==> config.mk <==
export PLATFORM = sky130hd
export DESIGN_NAME = c_subset_lexer
export DESIGN_NICKNAME = d
export VERILOG_FILES = /design/src/hdl/csl_pkg.sv /design/src/hdl/csl_front.sv /design/src/hdl/csl_back.sv /design/src/hdl/c_subset_lexer.sv
export SDC_FILE = /design/constraint.sdc
export NUM_CORES = 2
export LEC_CHECK = 0
export ABC_AREA = 1
export BUFFER_PORTS_ARGS = -buffer_cell sky130_fd_sc_hd__buf_2
export CORE_UTILIZATION = 69
export DETAILED_ROUTE_END_ITERATION = 7
export PLACE_DENSITY = 0.87
export SLEW_MARGIN = 20
export SYNTH_ARGS = -nofsm -noshare
export SYNTH_HDL_FRONTEND = slang
export SYNTH_HIERARCHICAL = 1
export SYNTH_SLANG_ARGS = --single-unit
==> constraint.sdc <==
create_clock -name clock -period 19.9 [get_ports clock]
set_clock_uncertainty 0.1 [all_clocks]
set_input_delay 2.985 -clock clock [delete_from_list [all_inputs] [get_ports clock]]
set_output_delay 2.985 -clock clock [all_outputs]
set_load 0.03 [all_outputs]
==> src/hdl/csl_pkg.sv <==
`default_nettype none
package csl_pkg;

   localparam int TEXT_LIMIT = 65536;
   localparam logic [16:0] POS_LAST = 17'(TEXT_LIMIT - 1);

   localparam logic [2:0] K_NUM      = 3'd0;
   localparam logic [2:0] K_STR      = 3'd1;
   localparam logic [2:0] K_IDENT    = 3'd2;
   localparam logic [2:0] K_KW       = 3'd3;
   localparam logic [2:0] K_PUNCT    = 3'd4;
   localparam logic [2:0] K_EOF      = 3'd5;
   localparam logic [2:0] K_UNCLOSED = 3'd6;
   localparam logic [2:0] K_INVALID  = 3'd7;

   localparam logic [2:0] M_IDLE  = 3'd0;
   localparam logic [2:0] M_NUM   = 3'd1;
   localparam logic [2:0] M_STR   = 3'd2;
   localparam logic [2:0] M_IDENT = 3'd3;
   localparam logic [2:0] M_PEND  = 3'd4;
   localparam logic [2:0] M_ERR   = 3'd5;

   // byte class from the front end
   localparam logic [2:0] C_SPACE = 3'd0;
   localparam logic [2:0] C_DIGIT = 3'd1;
   localparam logic [2:0] C_ALPHA = 3'd2;
   localparam logic [2:0] C_QUOTE = 3'd3;
   localparam logic [2:0] C_PEND  = 3'd4;
   localparam logic [2:0] C_PUNCT = 3'd5;
   localparam logic [2:0] C_BAD   = 3'd6;
   localparam logic [2:0] C_ZERO  = 3'd7;

   localparam int QDEPTH = 4;
   localparam int QAW    = 2;
   localparam int RDEPTH = 4;
   localparam int RAW    = 2;

   typedef struct packed {
      logic [7:0] ch;
      logic [2:0] cls;
      logic       is_eq;
      logic       is_nl;
   } byte_item_type;

   typedef struct packed {
      logic [2:0]  kind;
      logic [2:0]  kw;
      logic [15:0] off;
      logic [16:0] len;
      logic [63:0] val;
      logic        last;
   } token_type;

   function automatic logic [7:0] kw_char(input logic [2:0] k, input logic [2:0] i);
      logic [47:0] s;
      begin
         unique case (k)
            3'd0: s = "return";
            3'd1: s = {"if", 32'h0};
            3'd2: s = {"else", 16'h0};
            3'd3: s = {"for", 24'h0};
            3'd4: s = {"while", 8'h0};
            3'd5: s = {"int", 24'h0};
            3'd6: s = "sizeof";
            default: s = {"char", 16'h0};
         endcase
         kw_char = (i > 3'd5) ? 8'h0 : s[8'(47 - 8 * int'(i)) -: 8];
      end
   endfunction

   function automatic logic [2:0] kw_len(input logic [2:0] k);
      begin
         unique case (k)
            3'd0: kw_len = 3'd6;
            3'd1: kw_len = 3'd2;
            3'd2: kw_len = 3'd4;
            3'd3: kw_len = 3'd3;
            3'd4: kw_len = 3'd5;
            3'd5: kw_len = 3'd3;
            3'd6: kw_len = 3'd6;
            default: kw_len = 3'd4;
         endcase
      end
   endfunction

endpackage
`default_nettype wire

==> src/hdl/csl_front.sv <==
`default_nettype none
// Classifies each byte and buffers it in a short queue for the back end.
module csl_front (
   input  wire logic                   clock,
   input  wire logic                   reset,
   input  wire logic                   push,
   input  wire logic [7:0]             text_byte,
   output logic                        full,
   output logic                        q_valid,
   output csl_pkg::byte_item_type      q_item,
   input  wire logic                   q_take
);
   csl_pkg::byte_item_type mem_ff [csl_pkg::QDEPTH];
   logic [csl_pkg::QAW:0] wp_ff, wp_in, rp_ff, rp_in;
   csl_pkg::byte_item_type cl;
   logic [7:0] c;
   logic wr;

   assign c = text_byte;
   always_comb begin
      cl.ch = c;
      cl.is_eq = (c == 8'h3D);
      cl.is_nl = (c == 8'h0A);
      if (c == 8'h00) cl.cls = csl_pkg::C_ZERO;
      else if (c == 8'h20 || (c >= 8'h09 && c <= 8'h0D)) cl.cls = csl_pkg::C_SPACE;
      else if (c >= 8'h30 && c <= 8'h39) cl.cls = csl_pkg::C_DIGIT;
      else if ((c >= 8'h61 && c <= 8'h7A) || (c >= 8'h41 && c <= 8'h5A) || c == 8'h5F)
         cl.cls = csl_pkg::C_ALPHA;
      else if (c == 8'h22) cl.cls = csl_pkg::C_QUOTE;
      else if (c == 8'h3D || c == 8'h21 || c == 8'h3C || c == 8'h3E)
         cl.cls = csl_pkg::C_PEND;
      else if (c >= 8'h21 && c <= 8'h7E) cl.cls = csl_pkg::C_PUNCT;
      else cl.cls = csl_pkg::C_BAD;
   end

   assign full    = (wp_ff[csl_pkg::QAW] != rp_ff[csl_pkg::QAW]) &&
                    (wp_ff[csl_pkg::QAW-1:0] == rp_ff[csl_pkg::QAW-1:0]);
   assign q_valid = (wp_ff != rp_ff);
   assign wr      = push && !full;
   assign wp_in   = wp_ff + (csl_pkg::QAW+1)'(wr);
   assign rp_in   = rp_ff + (csl_pkg::QAW+1)'(q_take && q_valid);

   always_comb q_item = mem_ff[rp_ff[csl_pkg::QAW-1:0]];

   always_ff @(posedge clock) begin
      if (reset) begin
         wp_ff <= '0;
         rp_ff <= '0;
      end else begin
         wp_ff <= wp_in;
         rp_ff <= rp_in;
      end
      if (wr) mem_ff[wp_ff[csl_pkg::QAW-1:0]] <= cl;
   end
endmodule
`default_nettype wire

==> src/hdl/csl_back.sv <==
`default_nettype none
// Lexer state machine; emits up to two tokens per byte into a result queue.
module csl_back (
   input  wire logic                   clock,
   input  wire logic                   reset,
   input  wire logic                   q_valid,
   input  wire csl_pkg::byte_item_type q_item,
   output logic                        q_take,
   output logic                        empty,
   input  wire logic                   pop,
   output csl_pkg::token_type          tok
);
   logic [2:0]  mode_ff, mode_in;
   logic [16:0] pos_ff, pos_in;
   logic [15:0] start_ff, start_in;
   logic [63:0] acc_ff, acc_in;
   logic [7:0]  cand_ff, cand_in;

   csl_pkg::token_type t0, t1;
   logic n0, n1;

   csl_pkg::token_type rq_ff [csl_pkg::RDEPTH];
   logic [csl_pkg::RAW:0] rw_ff, rr_ff, cnt;

   logic [7:0]  c;
   logic [2:0]  cls;
   logic        over, fresh, rewind;
   logic [16:0] tlen;
   logic [63:0] acc10, accsum;
   logic        acc_ovf;
   logic [7:0]  narrowed, first_cand;
   logic [16:0] idx;

   assign cnt    = rw_ff - rr_ff;
   assign q_take = q_valid && (cnt <= (csl_pkg::RAW+1)'(csl_pkg::RDEPTH - 2));
   assign empty  = (cnt == '0);
   assign tok    = rq_ff[rr_ff[csl_pkg::RAW-1:0]];

   assign c    = q_item.ch;
   assign cls  = q_item.cls;
   assign over = pos_ff >= csl_pkg::POS_LAST;
   assign tlen = pos_ff - {1'b0, start_ff};
   assign idx  = tlen;

   // saturating acc*10 + d; overflow if acc > (2^64-1-d)/10
   always_comb begin
      logic [67:0] p;
      p = {4'b0, acc_ff} * 68'd10 + {64'b0, c[3:0] - 4'd0} - 68'd0;
      p = {4'b0, acc_ff} * 68'd10 + 68'(c - 8'h30);
      acc_ovf = |p[67:64];
      accsum  = p[63:0];
      acc10   = acc_ovf ? '1 : accsum;
   end

   always_comb begin
      for (int i = 0; i < 8; i++) begin
         narrowed[i] = cand_ff[i] && (idx < 17'd7) &&
                       (idx < 17'(csl_pkg::kw_len(3'(i)))) &&
                       (csl_pkg::kw_char(3'(i), idx[2:0]) == c);
         first_cand[i] = (csl_pkg::kw_char(3'(i), 3'd0) == c);
      end
   end

   function automatic csl_pkg::token_type mk(input logic [2:0] k, input logic [2:0] kw,
                                             input logic [15:0] off, input logic [16:0] len,
                                             input logic [63:0] v);
      csl_pkg::token_type r;
      begin
         r.kind = k; r.kw = kw; r.off = off; r.len = len; r.val = v; r.last = 1'b0;
         mk = r;
      end
   endfunction

   function automatic csl_pkg::token_type ident_tok(input logic [7:0] cand,
                                                    input logic [15:0] off,
                                                    input logic [16:0] len);
      csl_pkg::token_type r;
      logic hit;
      begin
         r = mk(csl_pkg::K_IDENT, 3'd0, off, len, 64'd0);
         hit = 1'b0;
         for (int i = 0; i < 8; i++)
            if (!hit && cand[i] && 17'(csl_pkg::kw_len(3'(i))) == len) begin
               hit = 1'b1;
               r.kind = csl_pkg::K_KW;
               r.kw = 3'(i);
            end
         ident_tok = r;
      end
   endfunction

   always_comb begin
      mode_in = mode_ff; pos_in = pos_ff; start_in = start_ff;
      acc_in = acc_ff; cand_in = cand_ff;
      t0 = mk(csl_pkg::K_NUM, 3'd0, 16'd0, 17'd0, 64'd0); t1 = t0;
      n0 = 1'b0; n1 = 1'b0; fresh = 1'b0; rewind = 1'b0;
      if (cls == csl_pkg::C_ZERO) begin
         rewind = 1'b1;
         unique case (mode_ff)
            csl_pkg::M_NUM: begin
               n0 = 1'b1; t0 = mk(csl_pkg::K_NUM, 3'd0, start_ff, tlen, acc_ff);
            end
            csl_pkg::M_IDENT: begin
               n0 = 1'b1; t0 = ident_tok(cand_ff, start_ff, tlen);
            end
            csl_pkg::M_PEND: begin
               n0 = 1'b1; t0 = mk(csl_pkg::K_PUNCT, 3'd0, start_ff, 17'd1, 64'd0);
            end
            default: ;
         endcase
         if (mode_ff == csl_pkg::M_STR) begin
            n0 = 1'b1; t0 = mk(csl_pkg::K_UNCLOSED, 3'd0, start_ff, 17'd0, 64'd0);
         end else if (mode_ff != csl_pkg::M_ERR) begin
            if (n0) begin
               n1 = 1'b1; t1 = mk(csl_pkg::K_EOF, 3'd0, pos_ff[15:0], 17'd0, 64'd0);
            end else begin
               n0 = 1'b1; t0 = mk(csl_pkg::K_EOF, 3'd0, pos_ff[15:0], 17'd0, 64'd0);
            end
         end
      end else if (mode_ff != csl_pkg::M_ERR) begin
         unique case (mode_ff)
            csl_pkg::M_STR: begin
               if (over) begin
                  n0 = 1'b1; t0 = mk(csl_pkg::K_INVALID, 3'd0, pos_ff[15:0], 17'd0, 64'd0);
                  mode_in = csl_pkg::M_ERR;
               end else if (cls == csl_pkg::C_QUOTE) begin
                  n0 = 1'b1; t0 = mk(csl_pkg::K_STR, 3'd0, start_ff, tlen + 17'd1, 64'd0);
                  mode_in = csl_pkg::M_IDLE;
               end else if (q_item.is_nl) begin
                  n0 = 1'b1; t0 = mk(csl_pkg::K_UNCLOSED, 3'd0, start_ff, 17'd0, 64'd0);
                  mode_in = csl_pkg::M_ERR;
               end
            end
            csl_pkg::M_NUM: begin
               if (cls == csl_pkg::C_DIGIT && !over) acc_in = acc10;
               else begin
                  n0 = 1'b1; t0 = mk(csl_pkg::K_NUM, 3'd0, start_ff, tlen, acc_ff);
                  mode_in = csl_pkg::M_IDLE; fresh = 1'b1;
               end
            end
            csl_pkg::M_IDENT: begin
               if ((cls == csl_pkg::C_ALPHA || cls == csl_pkg::C_DIGIT) && !over)
                  cand_in = narrowed;
               else begin
                  n0 = 1'b1; t0 = ident_tok(cand_ff, start_ff, tlen);
                  mode_in = csl_pkg::M_IDLE; fresh = 1'b1;
               end
            end
            csl_pkg::M_PEND: begin
               n0 = 1'b1; mode_in = csl_pkg::M_IDLE;
               if (q_item.is_eq && !over)
                  t0 = mk(csl_pkg::K_PUNCT, 3'd0, start_ff, 17'd2, 64'd0);
               else begin
                  t0 = mk(csl_pkg::K_PUNCT, 3'd0, start_ff, 17'd1, 64'd0);
                  fresh = 1'b1;
               end
            end
            default: begin
               mode_in = csl_pkg::M_IDLE; fresh = 1'b1;
            end
         endcase
         if (fresh) begin
            csl_pkg::token_type tb;
            logic nb;
            nb = 1'b0;
            tb = mk(csl_pkg::K_INVALID, 3'd0, pos_ff[15:0], 17'd0, 64'd0);
            if (over) begin
               nb = 1'b1; mode_in = csl_pkg::M_ERR;
            end else if (cls != csl_pkg::C_SPACE) begin
               start_in = pos_ff[15:0];
               case (cls)
                  csl_pkg::C_DIGIT: begin
                     mode_in = csl_pkg::M_NUM; acc_in = {60'd0, c[3:0]};
                  end
                  csl_pkg::C_QUOTE: mode_in = csl_pkg::M_STR;
                  csl_pkg::C_ALPHA: begin
                     mode_in = csl_pkg::M_IDENT; cand_in = first_cand;
                  end
                  csl_pkg::C_PEND:  mode_in = csl_pkg::M_PEND;
                  csl_pkg::C_PUNCT: begin
                     nb = 1'b1;
                     tb = mk(csl_pkg::K_PUNCT, 3'd0, pos_ff[15:0], 17'd1, 64'd0);
                  end
                  default: begin
                     nb = 1'b1; mode_in = csl_pkg::M_ERR;
                  end
               endcase
            end
            if (nb) begin
               if (n0) begin n1 = 1'b1; t1 = tb; end
               else begin n0 = 1'b1; t0 = tb; end
            end
         end
         if (mode_in != csl_pkg::M_ERR) pos_in = pos_ff + 17'd1;
      end
      if (n1) t1.last = 1'b1;
      else t0.last = 1'b1;
   end

   always_ff @(posedge clock) begin
      if (reset) begin
         mode_ff <= csl_pkg::M_IDLE; pos_ff <= '0; start_ff <= '0;
         acc_ff <= '0; cand_ff <= '1;
         rw_ff <= '0; rr_ff <= '0;
      end else begin
         if (q_take) begin
            if (rewind) begin
               mode_ff <= csl_pkg::M_IDLE; pos_ff <= '0; start_ff <= '0;
               acc_ff <= '0; cand_ff <= '1;
            end else begin
               mode_ff <= mode_in; pos_ff <= pos_in; start_ff <= start_in;
               acc_ff <= acc_in; cand_ff <= cand_in;
            end
            rw_ff <= rw_ff + (csl_pkg::RAW+1)'(n0) + (csl_pkg::RAW+1)'(n1);
         end
         if (pop && !empty) rr_ff <= rr_ff + (csl_pkg::RAW+1)'(1);
      end
      if (q_take && n0) rq_ff[rw_ff[csl_pkg::RAW-1:0]] <= t0;
      if (q_take && n1) rq_ff[2'(rw_ff[csl_pkg::RAW-1:0] + 2'd1)] <= t1;
   end
endmodule
`default_nettype wire

==> src/hdl/c_subset_lexer.sv <==
`default_nettype none
// Streaming C-subset tokenizer. Bytes enter through a queue-style port
// (push/full) and tokens leave through another (pop/empty). A front end
// classifies each byte into a four-entry byte queue; the back end runs the
// lexer state machine at one byte per cycle and writes up to two tokens per
// byte into a four-entry token queue, so sustained rate is one byte per
// clock as long as tokens are popped; the back end stalls only when the
// token queue has fewer than two free slots. Tokens show on the rsp_ ports
// from the head of the token queue. A zero byte ends the text, emits EOF
// (UNCLOSED inside a string, nothing after an error) and rewinds the
// position; run_last marks the final token caused by a byte.
module c_subset_lexer (
   input  wire logic        clock,
   input  wire logic        reset,
   input  wire logic        push,
   output logic             full,
   input  wire logic [7:0]  req_text_byte,
   output logic             empty,
   input  wire logic        pop,
   output logic [2:0]       rsp_token_kind,
   output logic [2:0]       rsp_keyword_index,
   output logic [15:0]      rsp_token_offset,
   output logic [16:0]      rsp_token_length,
   output logic [63:0]      rsp_number_value,
   output logic             rsp_run_last
);
   logic                   q_valid, q_take;
   csl_pkg::byte_item_type q_item;
   csl_pkg::token_type     tok;

   csl_front u_front (
      .clock(clock), .reset(reset), .push(push), .text_byte(req_text_byte),
      .full(full), .q_valid(q_valid), .q_item(q_item), .q_take(q_take)
   );

   csl_back u_back (
      .clock(clock), .reset(reset), .q_valid(q_valid), .q_item(q_item),
      .q_take(q_take), .empty(empty), .pop(pop), .tok(tok)
   );

   assign rsp_token_kind    = tok.kind;
   assign rsp_keyword_index = tok.kw;
   assign rsp_token_offset  = tok.off;
   assign rsp_token_length  = tok.len;
   assign rsp_number_value  = tok.val;
   assign rsp_run_last      = tok.last;
endmodule
`default_nettype wire

==> summary by stage <==
Outcome
The run finished with clean final reports.

Die
The width of the die is 239 um. The floorplan step defined a core boundary enclosing 55,300 sq um. The floorplan step defined a die boundary enclosing 57,000 sq um. The initial utilization of the core area, before any placement, comes to 0.700.

The die boundary height is 239 um. In this run the core area contains 86 standard-cell rows. The number of primary I/O pins is 118.

Global route
Across every metal layer, demand over resource in global routing totals 0.432. The number of antenna violations at the first check in global routing came to 0. The largest net degree at the start of global routing is 102. The total congestion overflow after global routing is 0. The first global-routing pass estimated 197,000 um of wire.

The number of global-route vias before repair is 36,290.

Yosys
The flop and latch count out of synthesis is 590. A synthesized cell averages 6.87 sq um. Counting every net in the synthesized netlist gives 5,881. The mapped netlist covers 38,700 sq um.

Sorting the synthesized cells by area gives the leading types as dfxtp_1 (23%), nand2_1 (14%), edfxtp_1 (11%), ha_1 (7.4%), nand3_1 (6.1%). The number of different library cells used by synthesis comes to 65. The Yosys step of the flow raised 6 warnings. The share of the Yosys chip area taken by registers is 0.340. Of the post-synthesis cell area, the dominant cell type holds 0.235.

The cell count after synthesis came out at 5,636. The share of synthesized registers carrying an async set or reset is 0. The most instantiated flip-flop cell in the synthesis netlist is dfxtp_1. Of all cell types, the one taking the most synthesized area is dfxtp_1. The number of enable-type register cells in the synthesized netlist is 136.

Placed design
Detailed placement finished with a half-perimeter wire length of 85,300 um. In this run the tool buffered the top-level ports with 117 buffer cells. The total cell area at the placement stage is 39,300 sq um. At the end of routability-driven placement, the weighted congestion stood at 1.02.

Final layout
The area growth from synthesis to layout is 6.71%. The layout filler cell count is 4,557. In the final layout, the share of cells above drive strength 1 is 0.0604. The final net count is 5,822. The number of antenna diodes in the final layout is 0. The final design area excluding fillers is 41,300 sq um.

Clocking
The setup fix buffers added after clock tree synthesis is 0. Counting the buffers created by CTS gives 59. CTS saw 590 sinks. The tree is rooted in a clkbuf_16. The H-tree generated during clock tree synthesis spans 2 levels. In this run, post-CTS repair resized a total of 0 instances. At the later pin of the worst-skew pair, clock insertion delay measures 0.67 ns. Clock-pin slew was measured on the worst setup and hold paths at 0.06 ns. After clock tree synthesis, the flow added hold-fix buffers numbering 0. The number of buffers on the longest clock path is 3. TritonCTS built the clock tree.

Timing
The final period demand of the worst path is 7.20 ns. The slew of the pin with the lowest slew margin is 1.16 ns. The tightest slew margin relative to the limit is 0.222. Setup repair after global routing left no endpoint under its margin.

In the final timing run, aggregate negative setup slack is 0 ns. Derived from the worst setup path, the maximum achievable clock frequency is 139 MHz. The max-slew violation count is 0.

Setup violations remaining at the end of the flow were counted as 0. The part of the cycle the worst path needs is 0.362. The number of endpoints with negative hold slack in the final report is 0.

Setup path
STA classifies the critical path startpoint as a flip-flop. The type of the worst setup path is reg2reg. The capturing element type of the critical path is a flip-flop. Data on the critical path is required at its endpoint by 20.31 ns. The biggest fanout along the worst timing path is 28. In this design, the stage delay of the slowest critical-path cell is 0.53 ns. Data arrives at the worst endpoint at 7.61 ns. The largest individual stage delay along the critical path comes from the cell o21ai_0. The cell occurring most often along the worst timing path is nand2_1.

Detailed routing
The initial DRC count is 5,476. Dividing the detail-routed wire length by the instance count gives 20.0 um. The routed layout has 40,323 vias. The number of nets still failing antenna checks after routing is 0. After detailed routing, no signal wire sits above met4. The aggregate routed wire length is 127,000 um. In the detailed route, the total length drawn on met2 is 53,400 um. The sum of met3 wire segment lengths after detailed routing is 17,600 um.

In the routed layout, each cell is associated on average with a via count of 6.33. Before antenna repair, the detailed router went through 6 iterations. After detailed routing, the number of remaining DRC violations is 0. The wire length the detailed router placed on met1 is 51,500 um.

Power
IR analysis of the VDD net gives a maximum drop of 0.105 mV. Summed over all cells, the static leakage comes to 18.7 nW. The areal power density over the cells is 139 nW/um^2.

Worst hold path
The worst hold-check path type is reg2reg.

Run
The number of max-cap violations is 0.
## synth_stat cells, types with 13 or more instances
master	n
xor2_1	109
edfxtp_1	136
a21o_1	19
xnor2_1	58
ha_1	228
dfxtp_1	454
nand2_2	13
o21a_1	18
buf_2	79
inv_1	474
a211oi_1	25
a21oi_1	397
nor3_1	133
nand4_1	44
o22ai_1	189
nand3_1	470
buf_6	15
buf_1	25
inv_2	18
nand2_1	1396
nor4_1	32
a31oi_1	40
o21ai_0	427
clkbuf_1	154
nor2_1	531
o21bai_1	16
## kinds of logic (layout without fill, tap and decap cells)
family	count (synthesis)	in the layout	share of synthesized area
AO/OA/AOI/OAI	1198	1198	0.173
adder cells (fa/ha/maj)	233	233	0.0763
buffers and inverters	782	772	0.0823
flip-flops	590	590	0.340
AND/OR/NAND/NOR	2666	2666	0.290
XOR/XNOR	167	167	0.0378
## state kept, by name, summed over array words and instances (netlist names), named ones only
| name | count |
|---|---|
| u_front/rp_ff | 3 |
| u_back/rr_ff | 3 |
| u_back/acc_ff | 64 |
| u_back/mode_ff | 3 |
| u_back/start_ff | 16 |
| u_back/pos_ff | 17 |
| u_back/rw_ff | 3 |
| u_back/cand_ff | 8 |
| u_front/mem_ff | 52 |
| u_back/rq_ff | 416 |
| u_front/wp_ff | 3 |
## cell type report
type | count | area, sq um | share of cell area
inverter | 499 | 1880 | 0.0455
multi-input combinational | 4264 | 22400 | 0.543
sequential | 590 | 13200 | 0.319
clock buffer | 83 | 1690 | 0.0408
tap | 748 | 936 | 0.0227
timing repair buffer | 163 | 933 | 0.0226
clock inverter | 27 | 268 | 0.00648
## through the flow
stage | util | worst slack [ns] | instances | power [mW] | hold WS, ns
floorplan | - | 13.28 | 5636 | 3.64 | 0.339
global placement | 0.711 | 13.09 | 6264 | 4.47 | 0.349
detailed placement | 0.711 | 12.90 | 6264 | 4.50 | 0.354
CTS | 0.747 | 12.90 | 6374 | 5.62 | 0.362
global route | 0.747 | 12.16 | 6374 | 6.02 | 0.378
finish | 0.747 | 12.70 | 6374 | 5.74 | 0.361
## worst max-delay path, delay by kind of cell, from the launching register on
family                   cells  cell delay, ns
flip-flops                   1            0.43
AND/OR/NAND/NOR             16            2.54
XOR/XNOR                     1            0.07
buffers and inverters        2            0.54
AO/OA/AOI/OAI                9            2.39
adder cells (fa/ha/maj)      3            0.99
## worst paths after layout
check                                                 startpoint                               end  slack (ns)  depth (start not counted)
worst max-delay path               u_back/acc_ff[3]$_SDFFE_PP0P_    u_back/acc_ff[21]$_SDFFE_PP0P_       12.70                         31
worst min register to register  u_back/rq_ff[1][47]$_SDFFE_PP0P_  u_back/rq_ff[1][47]$_SDFFE_PP0P_        0.36                          2
worst max register to register     u_back/acc_ff[3]$_SDFFE_PP0P_    u_back/acc_ff[21]$_SDFFE_PP0P_       12.70                         31
worst min-delay path            u_back/rq_ff[1][47]$_SDFFE_PP0P_  u_back/rq_ff[1][47]$_SDFFE_PP0P_        0.36                          2
## report_power, final
group / internal, mW / switching, mW
Sequential: 1.35 / 0.0846
Clock: 0.621 / 0.508
Combinational: 0.805 / 2.37
## cell usage in the layout, fill, tap and decap left out, types with 40 or more instances in the layout
cell,Yosys,final
inv_1,474,472
dfxtp_1,454,452
edfxtp_1,136,136
xor2_1,109,109
o22ai_1,189,189
nand2_1,1396,1394
nand3_1,470,470
ha_1,228,228
buf_4,10,47
a21oi_1,397,397
o21ai_0,427,427
clkbuf_16,0,59
nor3_1,133,132
buf_2,79,116
a31oi_1,40,40
nor2_1,531,530
nand4_1,44,44
xnor2_1,58,58
## layer usage
metal  global-route usage  up-vias
met3               0.0978      337
met5                    0        -
met1                0.609    18435
met4                0.172        0
met2                0.640     2689
li1                     -    18862
(Power assumes the default switching activity.)
